--- config.mk ---
export PLATFORM = sky130hd
export DESIGN_NAME = http_chunked_body_decoder
export DESIGN_NICKNAME = d
export VERILOG_FILES = /design/src/rtl/core/hcbd_pkg.sv /design/src/rtl/core/hcbd_in_stage.sv /design/src/rtl/core/hcbd_fsm.sv /design/src/rtl/core/hcbd_out_reg.sv /design/src/rtl/core/http_chunked_body_decoder.sv
export SDC_FILE = /design/constraint.sdc
export NUM_CORES = 1
export LEC_CHECK = 0
export ABC_AREA = 1
export BUFFER_PORTS_ARGS = -buffer_cell sky130_fd_sc_hd__buf_2
export CAP_MARGIN = 20
export CELL_PAD_IN_SITES_DETAIL_PLACEMENT = 1
export CELL_PAD_IN_SITES_GLOBAL_PLACEMENT = 1
export CORE_MARGIN = 2
export CORE_UTILIZATION = 46
export DETAILED_ROUTE_END_ITERATION = 6
export GPL_ROUTABILITY_DRIVEN = 0
export PLACE_DENSITY_LB_ADDON = 0.05
export SYNTH_ARGS = -nofsm -noshare
export SYNTH_HDL_FRONTEND = slang
export SYNTH_SLANG_ARGS = --single-unit
--- constraint.sdc ---
create_clock -name i_clk -period 4.8 [get_ports i_clk]
set_clock_uncertainty 0.2 [all_clocks]
set_input_delay 0.72 -clock i_clk [delete_from_list [all_inputs] [get_ports i_clk]]
set_output_delay 0.72 -clock i_clk [all_outputs]
set_load 0.05 [all_outputs]
--- src/rtl/core/hcbd_pkg.sv ---
// Shared types and constants for the chunked body decoder.
// Holds the phase encoding, the error codes, the result word and the hex digit decode.
// No dependencies.
package hcbd_pkg;

    localparam logic [7:0] CH_CR = 8'h0D;
    localparam logic [7:0] CH_LF = 8'h0A;

    localparam logic [2:0] ERR_NONE        = 3'd0;
    localparam logic [2:0] ERR_SIZE_MISS   = 3'd1;
    localparam logic [2:0] ERR_SIZE_CHAR   = 3'd2;
    localparam logic [2:0] ERR_SIZE_OVF    = 3'd3;
    localparam logic [2:0] ERR_CR_NO_LF    = 3'd4;
    localparam logic [2:0] ERR_NO_DATA_CR  = 3'd5;
    localparam logic [2:0] ERR_NO_LAST_CR  = 3'd6;

    typedef enum logic [9:0] {
        PH_FIRST    = 10'b00_0000_0001,
        PH_SIZE     = 10'b00_0000_0010,
        PH_SIZE_CR  = 10'b00_0000_0100,
        PH_CHUNK    = 10'b00_0000_1000,
        PH_DATA_END = 10'b00_0001_0000,
        PH_DATA_CR  = 10'b00_0010_0000,
        PH_LAST_LF  = 10'b00_0100_0000,
        PH_LAST_CR  = 10'b00_1000_0000,
        PH_DONE     = 10'b01_0000_0000,
        PH_ERROR    = 10'b10_0000_0000
    } t_phase;

    typedef struct packed {
        logic       data_valid;
        logic [7:0] data_byte;
        logic       chunk_end;
        logic       body_done;
        logic [2:0] error_code;
        logic       ignored;
    } t_result;

    // bit 4 set: not a hex digit; bits 3:0: digit value
    function automatic logic [4:0] hex_value(input logic [7:0] c);
        logic [4:0] v;
        v = 5'd16;
        if (c >= 8'h30 && c <= 8'h39) begin
            v = {1'b0, 4'(c - 8'h30)};
        end else if (c >= 8'h61 && c <= 8'h66) begin
            v = {1'b0, 4'(c - 8'h57)};
        end else if (c >= 8'h41 && c <= 8'h46) begin
            v = {1'b0, 4'(c - 8'h37)};
        end
        return v;
    endfunction

endpackage

--- src/rtl/core/hcbd_in_stage.sv ---
// Input register of the chunked body decoder.
// Captures one stream word per cycle while it is empty or its word is taken; depends on nothing else.
module hcbd_in_stage (
    input  logic       i_clk,
    input  logic       i_rst_n,
    input  logic       i_valid,
    input  logic [7:0] i_byte,
    output logic       o_ready,
    input  logic       i_advance,
    output logic       o_valid,
    output logic [7:0] o_byte
);

    logic       r_valid;
    logic [7:0] r_byte;

    assign o_ready = !r_valid || i_advance;
    assign o_valid = r_valid;
    assign o_byte  = r_byte;

    always_ff @(posedge i_clk) begin
        if (!i_rst_n) begin
            r_valid <= 1'b0;
        end else if (o_ready) begin
            r_valid <= i_valid;
        end
    end

    always_ff @(posedge i_clk) begin
        if (o_ready && i_valid) begin
            r_byte <= i_byte;
        end
    end

endmodule

--- src/rtl/core/hcbd_fsm.sv ---
// Parser state machine of the chunked body decoder.
// Decodes the size line, counts payload, checks CRLF framing; uses hcbd_pkg.
module hcbd_fsm #(
    parameter int SIZE_BITS = 32
) (
    input  logic              i_clk,
    input  logic              i_rst_n,
    input  logic              i_step,
    input  logic [7:0]        i_byte,
    output hcbd_pkg::t_result o_result
);

    hcbd_pkg::t_phase       r_phase, n_phase;
    logic [SIZE_BITS-1:0]   r_size, n_size;
    logic [2:0]             r_err, n_err;
    logic [4:0]             hex;
    hcbd_pkg::t_result      res;

    assign hex = hcbd_pkg::hex_value(i_byte);

    always_comb begin
        n_phase = r_phase;
        n_size  = r_size;
        n_err   = r_err;
        res     = '0;
        case (r_phase)
            hcbd_pkg::PH_FIRST: begin
                if (!hex[4]) begin
                    n_size  = SIZE_BITS'(hex[3:0]);
                    n_phase = hcbd_pkg::PH_SIZE;
                end else begin
                    n_err   = hcbd_pkg::ERR_SIZE_MISS;
                    n_phase = hcbd_pkg::PH_ERROR;
                end
            end
            hcbd_pkg::PH_SIZE: begin
                if (i_byte == hcbd_pkg::CH_CR) begin
                    n_phase = hcbd_pkg::PH_SIZE_CR;
                end else if (!hex[4]) begin
                    if (r_size[SIZE_BITS-1 -: 4] != 4'd0) begin
                        n_err   = hcbd_pkg::ERR_SIZE_OVF;
                        n_phase = hcbd_pkg::PH_ERROR;
                    end else begin
                        n_size = {r_size[SIZE_BITS-5:0], hex[3:0]};
                    end
                end else begin
                    n_err   = hcbd_pkg::ERR_SIZE_CHAR;
                    n_phase = hcbd_pkg::PH_ERROR;
                end
            end
            hcbd_pkg::PH_SIZE_CR: begin
                if (i_byte == hcbd_pkg::CH_LF) begin
                    n_phase = (r_size != '0) ? hcbd_pkg::PH_CHUNK : hcbd_pkg::PH_LAST_LF;
                end else begin
                    n_err   = hcbd_pkg::ERR_CR_NO_LF;
                    n_phase = hcbd_pkg::PH_ERROR;
                end
            end
            hcbd_pkg::PH_CHUNK: begin
                res.data_valid = 1'b1;
                res.data_byte  = i_byte;
                n_size         = r_size - SIZE_BITS'(1);
                if (r_size == SIZE_BITS'(1)) begin
                    res.chunk_end = 1'b1;
                    n_phase       = hcbd_pkg::PH_DATA_END;
                end
            end
            hcbd_pkg::PH_DATA_END: begin
                if (i_byte == hcbd_pkg::CH_CR) begin
                    n_phase = hcbd_pkg::PH_DATA_CR;
                end else begin
                    n_err   = hcbd_pkg::ERR_NO_DATA_CR;
                    n_phase = hcbd_pkg::PH_ERROR;
                end
            end
            hcbd_pkg::PH_DATA_CR: begin
                if (i_byte == hcbd_pkg::CH_LF) begin
                    n_phase = hcbd_pkg::PH_FIRST;
                end else begin
                    n_err   = hcbd_pkg::ERR_CR_NO_LF;
                    n_phase = hcbd_pkg::PH_ERROR;
                end
            end
            hcbd_pkg::PH_LAST_LF: begin
                if (i_byte == hcbd_pkg::CH_CR) begin
                    n_phase = hcbd_pkg::PH_LAST_CR;
                end else begin
                    n_err   = hcbd_pkg::ERR_NO_LAST_CR;
                    n_phase = hcbd_pkg::PH_ERROR;
                end
            end
            hcbd_pkg::PH_LAST_CR: begin
                if (i_byte == hcbd_pkg::CH_LF) begin
                    res.body_done = 1'b1;
                    n_phase       = hcbd_pkg::PH_DONE;
                end else begin
                    n_err   = hcbd_pkg::ERR_CR_NO_LF;
                    n_phase = hcbd_pkg::PH_ERROR;
                end
            end
            hcbd_pkg::PH_DONE: begin
                res.ignored   = 1'b1;
                res.body_done = 1'b1;
            end
            default: begin
                res.ignored = 1'b1;
                n_phase     = hcbd_pkg::PH_ERROR;
            end
        endcase
        res.error_code = n_err;
    end

    assign o_result = res;

    always_ff @(posedge i_clk) begin
        if (!i_rst_n) begin
            r_phase <= hcbd_pkg::PH_FIRST;
            r_size  <= '0;
            r_err   <= hcbd_pkg::ERR_NONE;
        end else if (i_step) begin
            r_phase <= n_phase;
            r_size  <= n_size;
            r_err   <= n_err;
        end
    end

    a_error_holds: assert property (@(posedge i_clk) disable iff (!i_rst_n)
        r_phase == hcbd_pkg::PH_ERROR |=> r_phase == hcbd_pkg::PH_ERROR)
        else $error("error phase left before reset");

    a_chunk_nonzero: assert property (@(posedge i_clk) disable iff (!i_rst_n)
        r_phase == hcbd_pkg::PH_CHUNK |-> r_size != '0)
        else $error("payload phase with zero remaining count");

    a_payload_clean: assert property (@(posedge i_clk) disable iff (!i_rst_n)
        res.data_valid |-> (res.error_code == hcbd_pkg::ERR_NONE && !res.ignored
                            && !res.body_done))
        else $error("payload word carries status");

    a_end_in_payload: assert property (@(posedge i_clk) disable iff (!i_rst_n)
        res.chunk_end |-> res.data_valid)
        else $error("chunk end outside payload");

    a_done_no_error: assert property (@(posedge i_clk) disable iff (!i_rst_n)
        res.body_done |-> res.error_code == hcbd_pkg::ERR_NONE)
        else $error("done together with error");

endmodule

--- src/rtl/core/hcbd_out_reg.sv ---
// Result register of the chunked body decoder.
// Holds one result word until taken and packs it onto the master stream; uses hcbd_pkg.
module hcbd_out_reg (
    input  logic              i_clk,
    input  logic              i_rst_n,
    input  logic              i_valid,
    input  hcbd_pkg::t_result i_result,
    output logic              o_advance,
    output logic              o_tvalid,
    input  logic              i_tready,
    output logic [15:0]       o_tdata,
    output logic [1:0]        o_tuser,
    output logic              o_tlast
);

    logic              r_valid;
    hcbd_pkg::t_result r_res;

    assign o_advance = !r_valid || i_tready;
    assign o_tvalid  = r_valid;
    assign o_tdata   = {4'd0, r_res.error_code, r_res.body_done, r_res.data_byte};
    assign o_tuser   = {r_res.ignored, r_res.data_valid};
    assign o_tlast   = r_res.chunk_end;

    always_ff @(posedge i_clk) begin
        if (!i_rst_n) begin
            r_valid <= 1'b0;
        end else if (o_advance) begin
            r_valid <= i_valid;
        end
    end

    always_ff @(posedge i_clk) begin
        if (o_advance && i_valid) begin
            r_res <= i_result;
        end
    end

endmodule

--- src/rtl/core/http_chunked_body_decoder.sv ---
// HTTP/1.1 chunked body decoder: one raw byte in, one result word out per byte.
// The result word is registered: the byte passes the input register, the parser step, then the result register.
// Throughput: one byte per cycle while the master stream takes results; the parser step sits between the two registers.
// Reset (synchronous, active low) returns to expecting the first size digit,
// clears size and error, and empties both registers.
// Depends on hcbd_pkg, hcbd_in_stage, hcbd_fsm and hcbd_out_reg.
module http_chunked_body_decoder #(
    parameter int SIZE_BITS = 32
) (
    input  logic        i_clk,
    input  logic        i_rst_n,
    input  logic        i_s_axis_tvalid,
    output logic        o_s_axis_tready,
    input  logic [7:0]  i_s_axis_tdata,  // [7:0] in_byte
    output logic        o_m_axis_tvalid,
    input  logic        i_m_axis_tready,
    output logic [15:0] o_m_axis_tdata,  // [7:0] data_byte, [8] body_done, [11:9] error_code
    output logic [1:0]  o_m_axis_tuser,  // [0] data_valid, [1] ignored
    output logic        o_m_axis_tlast   // chunk_end
);

    logic              advance;
    logic              st_valid;
    logic [7:0]        st_byte;
    hcbd_pkg::t_result result;

    hcbd_in_stage u_in (
        .i_clk     (i_clk),
        .i_rst_n   (i_rst_n),
        .i_valid   (i_s_axis_tvalid),
        .i_byte    (i_s_axis_tdata),
        .o_ready   (o_s_axis_tready),
        .i_advance (advance),
        .o_valid   (st_valid),
        .o_byte    (st_byte)
    );

    hcbd_fsm #(
        .SIZE_BITS (SIZE_BITS)
    ) u_fsm (
        .i_clk    (i_clk),
        .i_rst_n  (i_rst_n),
        .i_step   (st_valid && advance),
        .i_byte   (st_byte),
        .o_result (result)
    );

    hcbd_out_reg u_out (
        .i_clk     (i_clk),
        .i_rst_n   (i_rst_n),
        .i_valid   (st_valid),
        .i_result  (result),
        .o_advance (advance),
        .o_tvalid  (o_m_axis_tvalid),
        .i_tready  (i_m_axis_tready),
        .o_tdata   (o_m_axis_tdata),
        .o_tuser   (o_m_axis_tuser),
        .o_tlast   (o_m_axis_tlast)
    );

endmodule
==> metrics.yaml <==
die:
  fp.coreArea_um2: 9860
  start_util_pct: 47.7
  die_height_um: 105
  dieArea_um2: 11000
  rows: 36
  die_w_um: 105
  ios: 33
cts:
  clk-insertion-delay-late_ns: 0.39
  cts_root_buf: "clkbuf_8"
  cts_tree: "built"
  cts_sinks: 70
  cts_setup_buffers: 0
  postCtsHoldBufs: 0
  clk_pin_slew_worst_paths_ns: 0.08
  cts_buffers: 9
  ctsHtreeMaxLevel: 3
  cts_resized: 0
  cts.path.max_buffers: 2
drt:
  drtIter0Drc: 191
  vias_per_cell: 5.32
  wl_mm: 14.4
  via_count: 4837
  drc_errors: 0
  wl_per_cell_um: 15.8
  ant_nets: 0
  drtPass1Iterations: 4
sta:
  period_needed_ns: 2.92
  drv_slew: 0
  hold_viol_final: 0
  period_share_pct: 60.7
  max_slew.worst_pin.slew_ns: 0.895
  setup_viol: 0
  max_freq_mhz: 343
  relSlewSlack_pct: 40.3
  finalSetupTns_ns: 0
  rsz0062_at_grt: "no"
placed_design:
  post-dp-hpwl_mm: 10.5
  dpl_cell_area_um2: 4900
  port_buffers: 28
cells_and_area:
  layout.nets: 790
  area_delta_synth_final_pct: 8.06
  antenna_cells: 0
  drive_above_1_share_pct: 9.79
  stdcell_area_um2: 5080
yosys:
  syn_avg_cell_area_um2: 6.30
  synth_edf_count: 23
  synth_cell_type_count: 37
  ys_ff_latch: 70
  ys_seq_area_share_pct: 34.7
  synth_area_um2: 4700
  syn_inst: 746
  ys.flop_type: "dfxtp_1"
  synthArstFlopShare_pct: 0
  yosys_warnings: 0
power_and_ir_drop:
  p_seq_share_pct: 40.6
  share_comb_of_total_power_pct: 31.8
  peakVddDrop_mv: 0.203
  switchingPower_mw: 0.684
  internal-power_mw: 1.00
  switching_share_pct: 40.6
  p_leak_nw: 2.49
  clockPowerShare_pct: 27.7
  powerDensity_nw_per_um2: 332
grt:
  track_usage_pct: 27.3
  grt-ovfl-total: 0
  antenna_found_initial: 0
  grt_pass1_vias: 5000
  grt_first_pass_wirelength_mm: 23.9
  grt_max_degree: 44
setup_path:
  worstReg2RegEnd: "u_fsm.r_size[3]"
  required_ns: 4.92
  critPathArrivalTime_ns: 3.04
  cp_max_fo: 43
  r2r_start: "u_in.o_byte[1]"
  rrSetupSlack_ns: 1.88
  crit_type: "reg2reg"
  cp-start-kind: "register"
  cp-end-kind: "register"
  reg2reg_depth: 12
worst_hold_path:
  worstHoldEndpoint: "u_in.o_byte[7]"
  min_from: "i_s_axis_tdata[7]"
  min_path_type: "in2reg"
  hold_depth: 1
job:
  drv_cap: 0
outcome:
  status: "completed"
## worst max path at each step
stage | endpoint | slack [ns] | startpoint
after floorplan | u_fsm.r_size[29] | 2.42 | i_m_axis_tready
after CTS | u_fsm.r_size[3] | 1.88 | u_in.o_byte[1]
final | u_fsm.r_size[3] | 1.88 | u_in.o_byte[1]
after detailed placement | u_fsm.r_size[3] | 1.90 | u_in.o_byte[1]
after global placement | u_fsm.r_size[3] | 2.04 | u_in.o_byte[0]
after global routing | u_fsm.r_size[1] | 1.63 | u_in.o_byte[1]
## cell type report
cell class	count	area, µm²
repair buffers	30	155
multi-input cells	572	2610
clock buffers	10	138
inverters	88	330
flip-flops and latches	70	1630
clock inverters	6	46.3
well taps	133	166
fillers	1411	4780
## kinds of logic after synthesis
| group | synth area share (%) |
|---|---|
| and+or+nand+nor | 44.0 |
| buffers and inverters | 9.95 |
| AOI/OAI and AO/OA | 7.88 |
| DFF | 34.7 |
| xor gates and xnor gates | 1.49 |
| adders and majority gates | 1.86 |
| other | 0.0798 |
## worst max-delay path, stage by stage, from the launching register on
cell and delay, ns:
edfxtp_1 0.45, inv_1 0.16, ha_1 0.22, nor2_1 0.05, nand2_1 0.09, nand3_2 0.16
nand2_4 0.16, nand2_1 0.09, nand2_1 0.18, nand4_4 0.58, inv_1 0.32, nor2_1 0.07
nor2_1 0.11
## power by group through the flow
stage	clock (mW)	combinational, mW	sequential (mW)
after CTS	0.479	0.535	0.684
after detailed placement	0	0.530	0.697
after floorplan	0	0.381	0.714
after global routing	0.499	0.607	0.690
final	0.467	0.536	0.684
after global placement	0	0.511	0.695
## flip-flops by register name, indices dropped and copies added, names as in the netlist
signal          flops
u_fsm.r_phase      10
u_out.o_tuser       2
u_out.o_tvalid      1
u_out.o_tdata      12
u_out.o_tlast       1
u_in.o_valid        1
u_fsm.r_size       32
u_in.o_byte         8
u_fsm.r_err         3
## through the flow
stage                     cells  setup slack, ns  hold slack (ns)  power, mW  utilization, %
after floorplan             749             2.42            0.255       1.10               -
after global placement      893             2.04            0.272       1.21            49.6
after detailed placement    893             1.90            0.300       1.23            49.6
after CTS                   909             1.88            0.296       1.70            51.5
after global routing        909             1.63            0.297       1.80            51.5
final                       909             1.88            0.307       1.69            51.5
## cells in the mapped netlist (4+ instances only)
cell / number / share of area (%)
nor2_1: 171 / 14
clkbuf_1: 5 / 0.40
nor2_2: 9 / 1.2
edfxtp_1: 23 / 15
buf_4: 7 / 1.1
a21oi_1: 14 / 1.5
nand3_1: 67 / 7.1
buf_6: 5 / 1.2
o22ai_1: 6 / 0.80
nand4_1: 11 / 1.5
xor2_1: 7 / 1.3
nand2_1: 202 / 16
dfxtp_1: 47 / 20
inv_2: 6 / 0.48
nor3_1: 5 / 0.53
o21ai_0: 44 / 4.7
inv_1: 80 / 6.4
o21ai_1: 4 / 0.43
ha_1: 7 / 1.9
## placed cells by master, fill, tap and decap left out, types with 11 or more instances in the layout
cell type	n
nand2_1	202
nor2_1	171
inv_1	80
nand3_1	67
dfxtp_1	47
o21ai_0	44
buf_2	28
edfxtp_1	23
a21oi_1	14
nand4_1	11
## routing by layer
metal  vias up  part of all wire [%]  routed length (µm)  track usage [%]
met3        27                   3.4                 492             5.36
li1       2418                     -                   -                -
met2        83                    51                7340             49.8
met4         0                   2.4                 344             11.5
met1      2309                    43                6210             30.9
met5         -                     0                   0                0
No activity file was read; power rests on OpenSTA's default activity.
